<file path="src/rtl/ffha_pkg.sv">
// Shared types and constants for the first-fit heap allocator.
package ffha_pkg;

   // Result status codes
   localparam logic [2:0] ST_OK      = 3'd0;
   localparam logic [2:0] ST_ZERO    = 3'd1;
   localparam logic [2:0] ST_NOSPACE = 3'd2;
   localparam logic [2:0] ST_NOSLOT  = 3'd3;
   localparam logic [2:0] ST_UNKNOWN = 3'd4;

   // Request kinds
   localparam logic KIND_ALLOC = 1'b0;
   localparam logic KIND_FREE  = 1'b1;

   // Register indexes (taken from paddr[2])
   localparam logic CSR_IDX_BASE  = 1'b0;
   localparam logic CSR_IDX_LIMIT = 1'b1;

   // Register reset values
   localparam logic [31:0] HEAP_BASE_RESET  = 32'h0010_0000;
   localparam logic [31:0] HEAP_LIMIT_RESET = 32'h0040_0000;

   // One block slot as stored in the slot table
   typedef struct packed {
      logic [31:0] start;
      logic [31:0] size;
      logic        free;
      logic        live;
   } slot_type;

   // Result of the size rounding unit
   typedef struct packed {
      logic        done;
      logic [32:0] size;
   } round_type;

endpackage

</file>
<file path="src/rtl/ffha_round.sv">
// Size rounding unit: rounds a request up to a multiple of the alignment.
module ffha_round #(
   parameter int ALIGN_BYTES = 8
) (
   input  logic                clock,
   input  logic                reset,
   input  logic                start,
   input  logic [31:0]         value,
   output ffha_pkg::round_type rnd
);
   import ffha_pkg::*;

   localparam bit          POW2    = (ALIGN_BYTES & (ALIGN_BYTES - 1)) == 0;
   localparam int          SHIFT   = 32 + $clog2(ALIGN_BYTES);
   localparam logic [63:0] ONE64   = 64'd1;
   localparam logic [63:0] RECIP64 = ((ONE64 << SHIFT) + 64'(ALIGN_BYTES) - 64'd1)
                                     / 64'(ALIGN_BYTES);
   localparam logic [32:0] RECIP_V = RECIP64[32:0];
   localparam logic [32:0] ALIGN_V = 33'(ALIGN_BYTES);
   localparam logic [32:0] MASK_V  = ~(ALIGN_V - 33'd1);
   localparam logic [31:0] ALIGN_W = 32'(ALIGN_BYTES);

   logic        busy_ff, busy_in;
   logic        fin_ff, fin_in;
   logic        done_ff, done_in;
   logic [31:0] val_ff, val_in;
   logic [64:0] prod_ff, prod_in;
   logic [32:0] size_ff, size_in;
   logic [31:0] quot;
   logic [31:0] rem;

   always_comb begin
      busy_in = 1'b0;
      fin_in  = 1'b0;
      done_in = 1'b0;
      val_in  = val_ff;
      prod_in = prod_ff;
      size_in = size_ff;
      quot    = 32'(prod_ff >> SHIFT);
      rem     = val_ff - quot * ALIGN_W;
      if (start) begin
         val_in = value;
         if (POW2) begin
            size_in = ({1'b0, value} + ALIGN_V - 33'd1) & MASK_V;
            done_in = 1'b1;
         end else begin
            busy_in = 1'b1;
         end
      end else if (busy_ff) begin
         // multiply by the scaled reciprocal; the quotient sits above SHIFT
         prod_in = 65'(val_ff) * 65'(RECIP_V);
         fin_in  = 1'b1;
      end else if (fin_ff) begin
         if (rem == '0) begin
            size_in = {1'b0, val_ff};
         end else begin
            size_in = {1'b0, val_ff} + (ALIGN_V - {1'b0, rem});
         end
         done_in = 1'b1;
      end
   end

   always_ff @(posedge clock) begin
      if (reset) begin
         busy_ff <= 1'b0;
         fin_ff  <= 1'b0;
         done_ff <= 1'b0;
      end else begin
         busy_ff <= busy_in;
         fin_ff  <= fin_in;
         done_ff <= done_in;
      end
      val_ff  <= val_in;
      prod_ff <= prod_in;
      size_ff <= size_in;
   end

   assign rnd.done = done_ff;
   assign rnd.size = size_ff;

endmodule

</file>
<file path="src/rtl/first_fit_heap_allocator_top.sv">
// Top level of the first-fit heap allocator with forward coalescing.
// Allocate: accept, size rounding, slot scan (one slot a cycle), then, with no fit,
//   the carve and limit check states (S_CARVE, S_CHECK), and the output hand-off.
// Free: accept, pointer scan, next-live scan over the rest of the table, a merge
//   write when the next live block is free, and the output hand-off. One word in flight at a time;
//   the slot table's single read port sets the scan rate.
// Reset (synchronous): slot count 0, heap top at heap base, registers at defaults;
//   the slot table itself is not cleared, entries at or above the count are never examined.
module first_fit_heap_allocator_top #(
   parameter int MAX_SLOTS    = 64,
   parameter int HEADER_BYTES = 12,
   parameter int ALIGN_BYTES  = 8
) (
   input  logic        clock,
   input  logic        reset,
   // request channel
   input  logic        req_tvalid,
   output logic        req_tready,
   input  logic [63:0] req_tdata,   // [31:0] req_size, [63:32] data_address
   input  logic        req_tuser,   // [0] kind
   // response channel
   output logic        rsp_tvalid,
   input  logic        rsp_tready,
   output logic [39:0] rsp_tdata,   // [31:0] result_address, [34:32] status,
                                    // [35] merged, [39:36] zero
   // register port
   input  logic        csr_psel,
   input  logic        csr_penable,
   input  logic        csr_pwrite,
   input  logic [2:0]  csr_paddr,
   input  logic [31:0] csr_pwdata,
   output logic [31:0] csr_prdata,
   output logic        csr_pready
);
   import ffha_pkg::*;

   localparam int          IDX_W = $clog2(MAX_SLOTS);
   localparam int          CNT_W = $clog2(MAX_SLOTS + 1);
   localparam logic [CNT_W-1:0] MAX_CNT = CNT_W'(MAX_SLOTS);
   localparam logic [32:0] HDR33 = 33'(HEADER_BYTES);
   localparam logic [31:0] HDR32 = 32'(HEADER_BYTES);
   localparam logic [33:0] HDR34 = 34'(HEADER_BYTES);

   // sequencer states
   localparam logic [3:0] S_IDLE  = 4'd0;
   localparam logic [3:0] S_ROUND = 4'd1;
   localparam logic [3:0] S_ASCAN = 4'd2;
   localparam logic [3:0] S_CARVE = 4'd3;
   localparam logic [3:0] S_CHECK = 4'd4;
   localparam logic [3:0] S_FSCAN = 4'd5;
   localparam logic [3:0] S_NSCAN = 4'd6;
   localparam logic [3:0] S_MERGE = 4'd7;
   localparam logic [3:0] S_DONE  = 4'd8;

   logic [3:0]       state_ff, state_in;
   logic [CNT_W-1:0] count_ff, count_in;
   logic [CNT_W-1:0] idx_ff, idx_in;
   logic             chk_ff, chk_in;
   logic [IDX_W-1:0] chk_idx_ff, chk_idx_in;
   logic [31:0]      base_ff, base_in;
   logic [31:0]      limit_ff, limit_in;
   logic [31:0]      top_ff, top_in;
   logic [31:0]      addr_ff, addr_in;
   logic [32:0]      need_ff, need_in;
   logic [33:0]      end_ff, end_in;
   slot_type         hold_ff, hold_in;
   logic [IDX_W-1:0] hold_idx_ff, hold_idx_in;
   logic [31:0]      res_addr_ff, res_addr_in;
   logic [2:0]       res_status_ff, res_status_in;
   logic             res_merged_ff, res_merged_in;
   logic             rsp_valid_ff, rsp_valid_in;
   logic [31:0]      rsp_addr_ff, rsp_addr_in;
   logic [2:0]       rsp_status_ff, rsp_status_in;
   logic             rsp_merged_ff, rsp_merged_in;

   // slot table: one write and one registered read a cycle
   slot_type         slot_mem_ff [MAX_SLOTS];
   slot_type         rd_data_ff;
   logic [IDX_W-1:0] rd_addr;
   logic             wr_en;
   logic [IDX_W-1:0] wr_addr;
   slot_type         wr_data;

   logic      rnd_start;
   round_type rnd;
   logic      req_accept;
   logic      csr_write;
   logic      scan_more;
   logic      a_hit, f_hit;

   ffha_round #(
      .ALIGN_BYTES(ALIGN_BYTES)
   ) u_round (
      .clock (clock),
      .reset (reset),
      .start (rnd_start),
      .value (req_tdata[31:0]),
      .rnd   (rnd)
   );

   assign req_tready = (state_ff == S_IDLE);
   assign req_accept = req_tvalid && req_tready;
   assign csr_write  = csr_psel && csr_penable && csr_pwrite;
   assign csr_pready = 1'b1;

   always_comb begin
      case (csr_paddr[2])
         CSR_IDX_BASE:  csr_prdata = base_ff;
         CSR_IDX_LIMIT: csr_prdata = limit_ff;
         default:       csr_prdata = '0;
      endcase
   end

   // compare logic on the word just read from the table
   assign scan_more = (idx_ff < count_ff);
   assign a_hit = rd_data_ff.live && rd_data_ff.free && ({1'b0, rd_data_ff.size} >= need_ff);
   assign f_hit = rd_data_ff.live && (({1'b0, rd_data_ff.start} + HDR33) == {1'b0, addr_ff});

   always_comb begin
      state_in      = state_ff;
      count_in      = count_ff;
      idx_in        = idx_ff;
      chk_in        = 1'b0;
      chk_idx_in    = chk_idx_ff;
      base_in       = base_ff;
      limit_in      = limit_ff;
      top_in        = top_ff;
      addr_in       = addr_ff;
      need_in       = need_ff;
      end_in        = end_ff;
      hold_in       = hold_ff;
      hold_idx_in   = hold_idx_ff;
      res_addr_in   = res_addr_ff;
      res_status_in = res_status_ff;
      res_merged_in = res_merged_ff;
      rsp_valid_in  = rsp_valid_ff && !rsp_tready;
      rsp_addr_in   = rsp_addr_ff;
      rsp_status_in = rsp_status_ff;
      rsp_merged_in = rsp_merged_ff;
      rd_addr       = idx_ff[IDX_W-1:0];
      wr_en         = 1'b0;
      wr_addr       = chk_idx_ff;
      wr_data       = rd_data_ff;
      rnd_start     = 1'b0;

      // the user must write the registers only while the sequencer is idle; the block does not enforce it
      if (csr_write) begin
         case (csr_paddr[2])
            CSR_IDX_BASE: begin
               base_in = csr_pwdata;
               if (count_ff == '0) begin
                  top_in = csr_pwdata;
               end
            end
            CSR_IDX_LIMIT: limit_in = csr_pwdata;
            default: ;
         endcase
      end

      case (state_ff)
         S_IDLE: begin
            if (req_accept) begin
               res_addr_in   = '0;
               res_status_in = ST_OK;
               res_merged_in = 1'b0;
               idx_in        = '0;
               addr_in       = req_tdata[63:32];
               if (req_tuser == KIND_ALLOC) begin
                  if (req_tdata[31:0] == '0) begin
                     res_status_in = ST_ZERO;
                     state_in      = S_DONE;
                  end else begin
                     rnd_start = 1'b1;
                     state_in  = S_ROUND;
                  end
               end else begin
                  // a null pointer frees nothing
                  if (req_tdata[63:32] == '0) begin
                     state_in = S_DONE;
                  end else begin
                     state_in = S_FSCAN;
                  end
               end
            end
         end
         S_ROUND: begin
            if (rnd.done) begin
               need_in = rnd.size;
               idx_in  = '0;
               // an overflowed size can fit no slot: skip straight to carving
               state_in = rnd.size[32] ? S_CARVE : S_ASCAN;
            end
         end
         S_ASCAN: begin
            if (chk_ff && a_hit) begin
               // reuse the whole block, no split
               wr_en         = 1'b1;
               wr_addr       = chk_idx_ff;
               wr_data       = rd_data_ff;
               wr_data.free  = 1'b0;
               res_addr_in   = rd_data_ff.start + HDR32;
               res_status_in = ST_OK;
               state_in      = S_DONE;
            end else if (scan_more) begin
               chk_in     = 1'b1;
               chk_idx_in = idx_ff[IDX_W-1:0];
               idx_in     = idx_ff + 1'b1;
            end else if (!chk_ff) begin
               state_in = S_CARVE;
            end
         end
         S_CARVE: begin
            if (count_ff >= MAX_CNT) begin
               res_status_in = ST_NOSLOT;
               state_in      = S_DONE;
            end else if (need_ff[32]) begin
               res_status_in = ST_NOSPACE;
               state_in      = S_DONE;
            end else begin
               end_in   = {2'b00, top_ff} + HDR34 + {1'b0, need_ff};
               state_in = S_CHECK;
            end
         end
         S_CHECK: begin
            if (end_ff > {2'b00, limit_ff}) begin
               res_status_in = ST_NOSPACE;
            end else begin
               wr_en         = 1'b1;
               wr_addr       = count_ff[IDX_W-1:0];
               wr_data.start = top_ff;
               wr_data.size  = need_ff[31:0];
               wr_data.free  = 1'b0;
               wr_data.live  = 1'b1;
               count_in      = count_ff + 1'b1;
               top_in        = end_ff[31:0];
               res_addr_in   = top_ff + HDR32;
               res_status_in = ST_OK;
            end
            state_in = S_DONE;
         end
         S_FSCAN: begin
            if (chk_ff && f_hit) begin
               // hold the freed slot, look for the next live one
               hold_in     = rd_data_ff;
               hold_idx_in = chk_idx_ff;
               idx_in      = CNT_W'(chk_idx_ff) + 1'b1;
               state_in    = S_NSCAN;
            end else if (scan_more) begin
               chk_in     = 1'b1;
               chk_idx_in = idx_ff[IDX_W-1:0];
               idx_in     = idx_ff + 1'b1;
            end else if (!chk_ff) begin
               res_status_in = ST_UNKNOWN;
               state_in      = S_DONE;
            end
         end
         S_NSCAN: begin
            if (chk_ff && rd_data_ff.live) begin
               wr_en         = 1'b1;
               wr_addr       = hold_idx_ff;
               wr_data       = hold_ff;
               wr_data.free  = 1'b1;
               if (rd_data_ff.free) begin
                  // absorb the following block; retire its slot next cycle
                  wr_data.size  = hold_ff.size + HDR32 + rd_data_ff.size;
                  hold_in       = rd_data_ff;
                  hold_in.live  = 1'b0;
                  hold_idx_in   = chk_idx_ff;
                  state_in      = S_MERGE;
               end else begin
                  state_in = S_DONE;
               end
            end else if (scan_more) begin
               chk_in     = 1'b1;
               chk_idx_in = idx_ff[IDX_W-1:0];
               idx_in     = idx_ff + 1'b1;
            end else if (!chk_ff) begin
               wr_en        = 1'b1;
               wr_addr      = hold_idx_ff;
               wr_data      = hold_ff;
               wr_data.free = 1'b1;
               state_in     = S_DONE;
            end
         end
         S_MERGE: begin
            wr_en         = 1'b1;
            wr_addr       = hold_idx_ff;
            wr_data       = hold_ff;
            res_merged_in = 1'b1;
            state_in      = S_DONE;
         end
         S_DONE: begin
            // hand the word to the output register once it is free
            if (!rsp_valid_ff || rsp_tready) begin
               rsp_valid_in  = 1'b1;
               rsp_addr_in   = res_addr_ff;
               rsp_status_in = res_status_ff;
               rsp_merged_in = res_merged_ff;
               state_in      = S_IDLE;
            end
         end
         default: state_in = S_IDLE;
      endcase
   end

   always_ff @(posedge clock) begin
      if (wr_en) begin
         slot_mem_ff[wr_addr] <= wr_data;
      end
      rd_data_ff <= slot_mem_ff[rd_addr];
   end

   always_ff @(posedge clock) begin
      if (reset) begin
         state_ff     <= S_IDLE;
         count_ff     <= '0;
         chk_ff       <= 1'b0;
         base_ff      <= HEAP_BASE_RESET;
         limit_ff     <= HEAP_LIMIT_RESET;
         top_ff       <= HEAP_BASE_RESET;
         rsp_valid_ff <= 1'b0;
      end else begin
         state_ff     <= state_in;
         count_ff     <= count_in;
         chk_ff       <= chk_in;
         base_ff      <= base_in;
         limit_ff     <= limit_in;
         top_ff       <= top_in;
         rsp_valid_ff <= rsp_valid_in;
      end
      idx_ff        <= idx_in;
      chk_idx_ff    <= chk_idx_in;
      addr_ff       <= addr_in;
      need_ff       <= need_in;
      end_ff        <= end_in;
      hold_ff       <= hold_in;
      hold_idx_ff   <= hold_idx_in;
      res_addr_ff   <= res_addr_in;
      res_status_ff <= res_status_in;
      res_merged_ff <= res_merged_in;
      rsp_addr_ff   <= rsp_addr_in;
      rsp_status_ff <= rsp_status_in;
      rsp_merged_ff <= rsp_merged_in;
   end

   assign rsp_tvalid = rsp_valid_ff;
   assign rsp_tdata  = {4'b0000, rsp_merged_ff, rsp_status_ff, rsp_addr_ff};

endmodule

</file>
<file path="config.mk">
export PLATFORM = sky130hd
export DESIGN_NAME = first_fit_heap_allocator_top
export DESIGN_NICKNAME = d
export VERILOG_FILES = /design/src/rtl/ffha_pkg.sv /design/src/rtl/ffha_round.sv /design/src/rtl/first_fit_heap_allocator_top.sv
export SDC_FILE = /design/constraint.sdc
export NUM_CORES = 2
export LEC_CHECK = 0
export ABC_AREA = 0
export BUFFER_PORTS_ARGS = -buffer_cell sky130_fd_sc_hd__clkbuf_2
export CAP_MARGIN = 20
export CELL_PAD_IN_SITES_DETAIL_PLACEMENT = 0
export CELL_PAD_IN_SITES_GLOBAL_PLACEMENT = 1
export CORE_AREA = 2 2 554 556
export CTS_CLUSTER_SIZE = 10
export DETAILED_ROUTE_END_ITERATION = 16
export DIE_AREA = 0 0 556 558
export MAX_ROUTING_LAYER = met4
export PLACE_DENSITY_LB_ADDON = 0.1
export SYNTH_ARGS = -nofsm -noshare
export SYNTH_HDL_FRONTEND = slang
export SYNTH_MEMORY_MAX_BITS = 65536
export SYNTH_SLANG_ARGS = --single-unit
</file>
<file path="constraint.sdc">
create_clock -name clock -period 21.2 [get_ports clock]
set_clock_uncertainty 0.15 [all_clocks]
set_input_delay 0 -clock clock [delete_from_list [all_inputs] [get_ports clock]]
set_output_delay 0 -clock clock [all_outputs]
set_load 0.1 [all_outputs]
</file>
==> results.cfg <==
[routing]
post_drt_wl_per_cell_um = 36.68
vias_per_cell = 6.973
drc = 0
antenna_left = 0
first_pass_iters = 9
wl_mm = 497.9
vias = 94660
drt_iter0_markers = 14250

[grt]
grt_pass1_wl_mm = 701.6
grt_remaining_overflow = 0
grt_usage = 0.3333
grt_max_degree = 164
antenna_found_initial = 24
grt_pass1_vias = 93850

[yosys]
ys_seq_area_frac = 0.7510
synth_area_mm2 = 0.1849
syn_inst = 8490
yosys_warnings = 0
avgSynthCellArea_um2 = 21.78
async_reset_ff_frac = 0
ys.flop_type = edfxtp_1
synth-seq-cells = 4683
synth_edf_count = 4507
synth_cell_type_count = 85

[floorplan]
start_util = 0.6072
dieWidth_um = 556
ios = 182
row_count = 203
core-area_mm2 = 0.3045
die_area_mm2 = 0.3102
chipHeight_um = 558

[setup_path]
worst_r2r_path_depth = 15
worst_path_most_repeated_cell = buf_4
worst_setup_path_start_kind = register
crit_path_end_kind = register
required_ps = 21660
crit_slowest_cell = nor2_4
r2r_slack_ps = 13140
cp_top_family = compound AO/OA/AOI/OAI gates
r2r_start = limit_ff[29]
cp_cell_sequence = inv_1, ha_1, a211oi_1, o21ai_1, a2111oi_1, o211a_1, a311oi_1, buf_4, a211o_1, buf_4, a222oi_1, nand4b_1, nor2_4, buf_4, buf_4
reg2reg_to = slot_mem_ff[58][27]
worstPathArrival_ps = 8520
cpPeakStageDelay_ps = 1050
cp_max_fo = 43
crit_type = register to register
path_buf_inv = 5

[hold_path]
hold_path_end = base_ff[17]
hp-class = primary input to register
hp-start = csr_paddr[2]
worstHoldPathCells = 5

[sta]
grt_setup_unrepaired = false
fmax_mhz = 124.1
post-route-period-util = 0.3801
maxSlewViolCount = 0
fin_crit_ps = 8059
maxSlewHeadroom = 0.1492
hold_violations = 0
setup-violations-final = 0
worst_pin_slew_ps = 1276
tns_ps = 0

[clock_network]
clock_latency_ps = 1040
clockBufferDepth = 4
cts-root-buf = clkbuf_16
cts-buffers-inserted = 545
cts_resized = 0
clock_sinks = 4683
cts_tree = done
cts.clk_slew.worst_paths_ps = 60
htreeDepth = 6

[layout]
fin_cells = 13580
utilization = 0.6918
nets = 9648
area_delta_synth_final_pct = 13.94
drive_above_1_share = 0.2793

[power]
power.leakage_nw = 66.95
ir_drop_mv = 0.1517
power.density_mw_per_mm2 = 138.7

[placement]
dp_hpwl_mm = 273.5
placed_cells = 12540
gp_congestion = 0.9074
io_buffers = 174

[run]
timing.max_cap.violations = 0

[status]
status = complete, no violations
[layout by cell type (no fill, tap or decap), types with 98 or more instances in the layout]
cell type and n:
buf_4 298, inv_1 143, ha_1 193, mux4_2 1386
dfxtp_1 176, clkbuf_16 554, a21oi_1 177, dlygate4sd3_1 253
clkbuf_2 173, nand2_1 265, edfxtp_1 4507, nor2_1 156
xnor2_1 98, clkbuf_1 142
[metrics by stage]
step                hold slack [ps]  setup WS, ps  total power [W]  area, um^2
floorplan                    -71.49         13550          0.01801      184900
global placement              47.47         13400          0.02066      192400
detailed placement            48.23         13280          0.02090      192500
CTS                           6.773         13250          0.02923      210500
global route                  101.7         13040          0.03018      210700
finish                        83.40         13140          0.02922      210700
[synthesized netlist by cell type (15+ instances only)]
library cell | number | area, um^2
o21ai_0 | 98 | 490.5
nand4_1 | 41 | 256.5
nor4_1 | 25 | 156.4
inv_1 | 143 | 536.8
a222oi_1 | 54 | 540.5
a21oi_1 | 178 | 890.9
dfxtp_1 | 176 | 3523
o221ai_1 | 17 | 148.9
clkbuf_1 | 306 | 1149
edfxtp_1 | 4507 | 135300
xor2_1 | 66 | 578.1
nor2b_1 | 17 | 106.4
ha_1 | 193 | 2415
xnor2_1 | 98 | 858.3
nor2_1 | 225 | 844.6
a211oi_1 | 46 | 345.3
mux2_2 | 34 | 382.9
o22ai_1 | 24 | 150.1
nand2_1 | 267 | 1002
nand3_1 | 61 | 305.3
buf_1 | 104 | 390.4
nand2b_1 | 27 | 168.9
mux4_2 | 1386 | 31210
a21o_1 | 45 | 337.8
mux2i_1 | 54 | 540.5
a31oi_1 | 15 | 93.84
and3_1 | 26 | 162.7
nor3_1 | 37 | 185.2
[worst register-to-register path, cell delays in order, from the launching register on]
cell and delay (ps):
dfxtp_1 370, inv_1 70, ha_1 300, a211oi_1 270
o21ai_1 110, a2111oi_1 810, o211a_1 300, a311oi_1 90
buf_4 200, a211o_1 220, buf_4 290, a222oi_1 870
nand4b_1 1000, nor2_4 1060, buf_4 520, buf_4 950
[power breakdown]
group / internal (W) / switching [W] / total, W / leakage [nW]
clock network: 0.00481 / 0.00355 / 0.00836 / 7.49
logic: 0.00325 / 0.00519 / 0.00843 / 17.4
registers: 0.0121 / 0.000278 / 0.0124 / 42.1
total: 0.0202 / 0.00902 / 0.0292 / 67.0
[area by class of cell]
type	instances	area [um^2]
repair buffers	740	5978
fillers	18230	93850
multi-input cells	3231	44760
clock buffers	703	14490
diodes	17	42.54
flip-flops and latches	4683	138900
inverters	145	544.3
well taps	3997	5001
clock inverters	59	1003
[how the worst max path moves through the flow]
stage            startpoint                   to  cells past startpoint
3_3_place_gp   limit_ff[29]  slot_mem_ff[58][51]                     15
4_1_cts        limit_ff[29]  slot_mem_ff[58][27]                     15
2_1_floorplan   state_ff[0]       res_addr_ff[0]                      6
3_5_place_dp   limit_ff[29]  slot_mem_ff[58][51]                     15
6_report       limit_ff[29]  slot_mem_ff[58][27]                     15
5_1_grt        limit_ff[29]  slot_mem_ff[58][27]                     15
[sequential cells by signal, indices dropped and copies added (netlist names), 32 cells and up]
name / count
base_ff: 32
end_ff: 34
res_addr_ff: 32
rsp_addr_ff: 32
top_ff: 32
hold_ff: 66
limit_ff: 32
addr_ff: 32
rd_data_ff: 66
slot_mem_ff: 4224
[layer usage]
metal  global-route usage  part of all wire
met1               0.4726              0.38
met2               0.4968              0.47
met4               0.1058             0.033
met5                    -                 0
met3              0.06683              0.11
[repair_timing]
| item | CTS | global route |
|---|---|---|
| setup buffers | 0 | 0 |
| hold endpoints to repair | 314 | 0 |
| hold buffers | 254 | 0 |
[cell families after synthesis]
kind of cell	count (synthesis)	share of synthesized area
xor gates and xnor gates	164	0.007768
buffers and inverters	579	0.01209
and+or+nand+nor	782	0.01962
other	2	0.00004061
AOI/OAI and AO/OA	610	0.02237
muxes	1475	0.1739
DFF	4683	0.7510
adders and majority gates	195	0.01328
(Power assumes the default switching activity.)
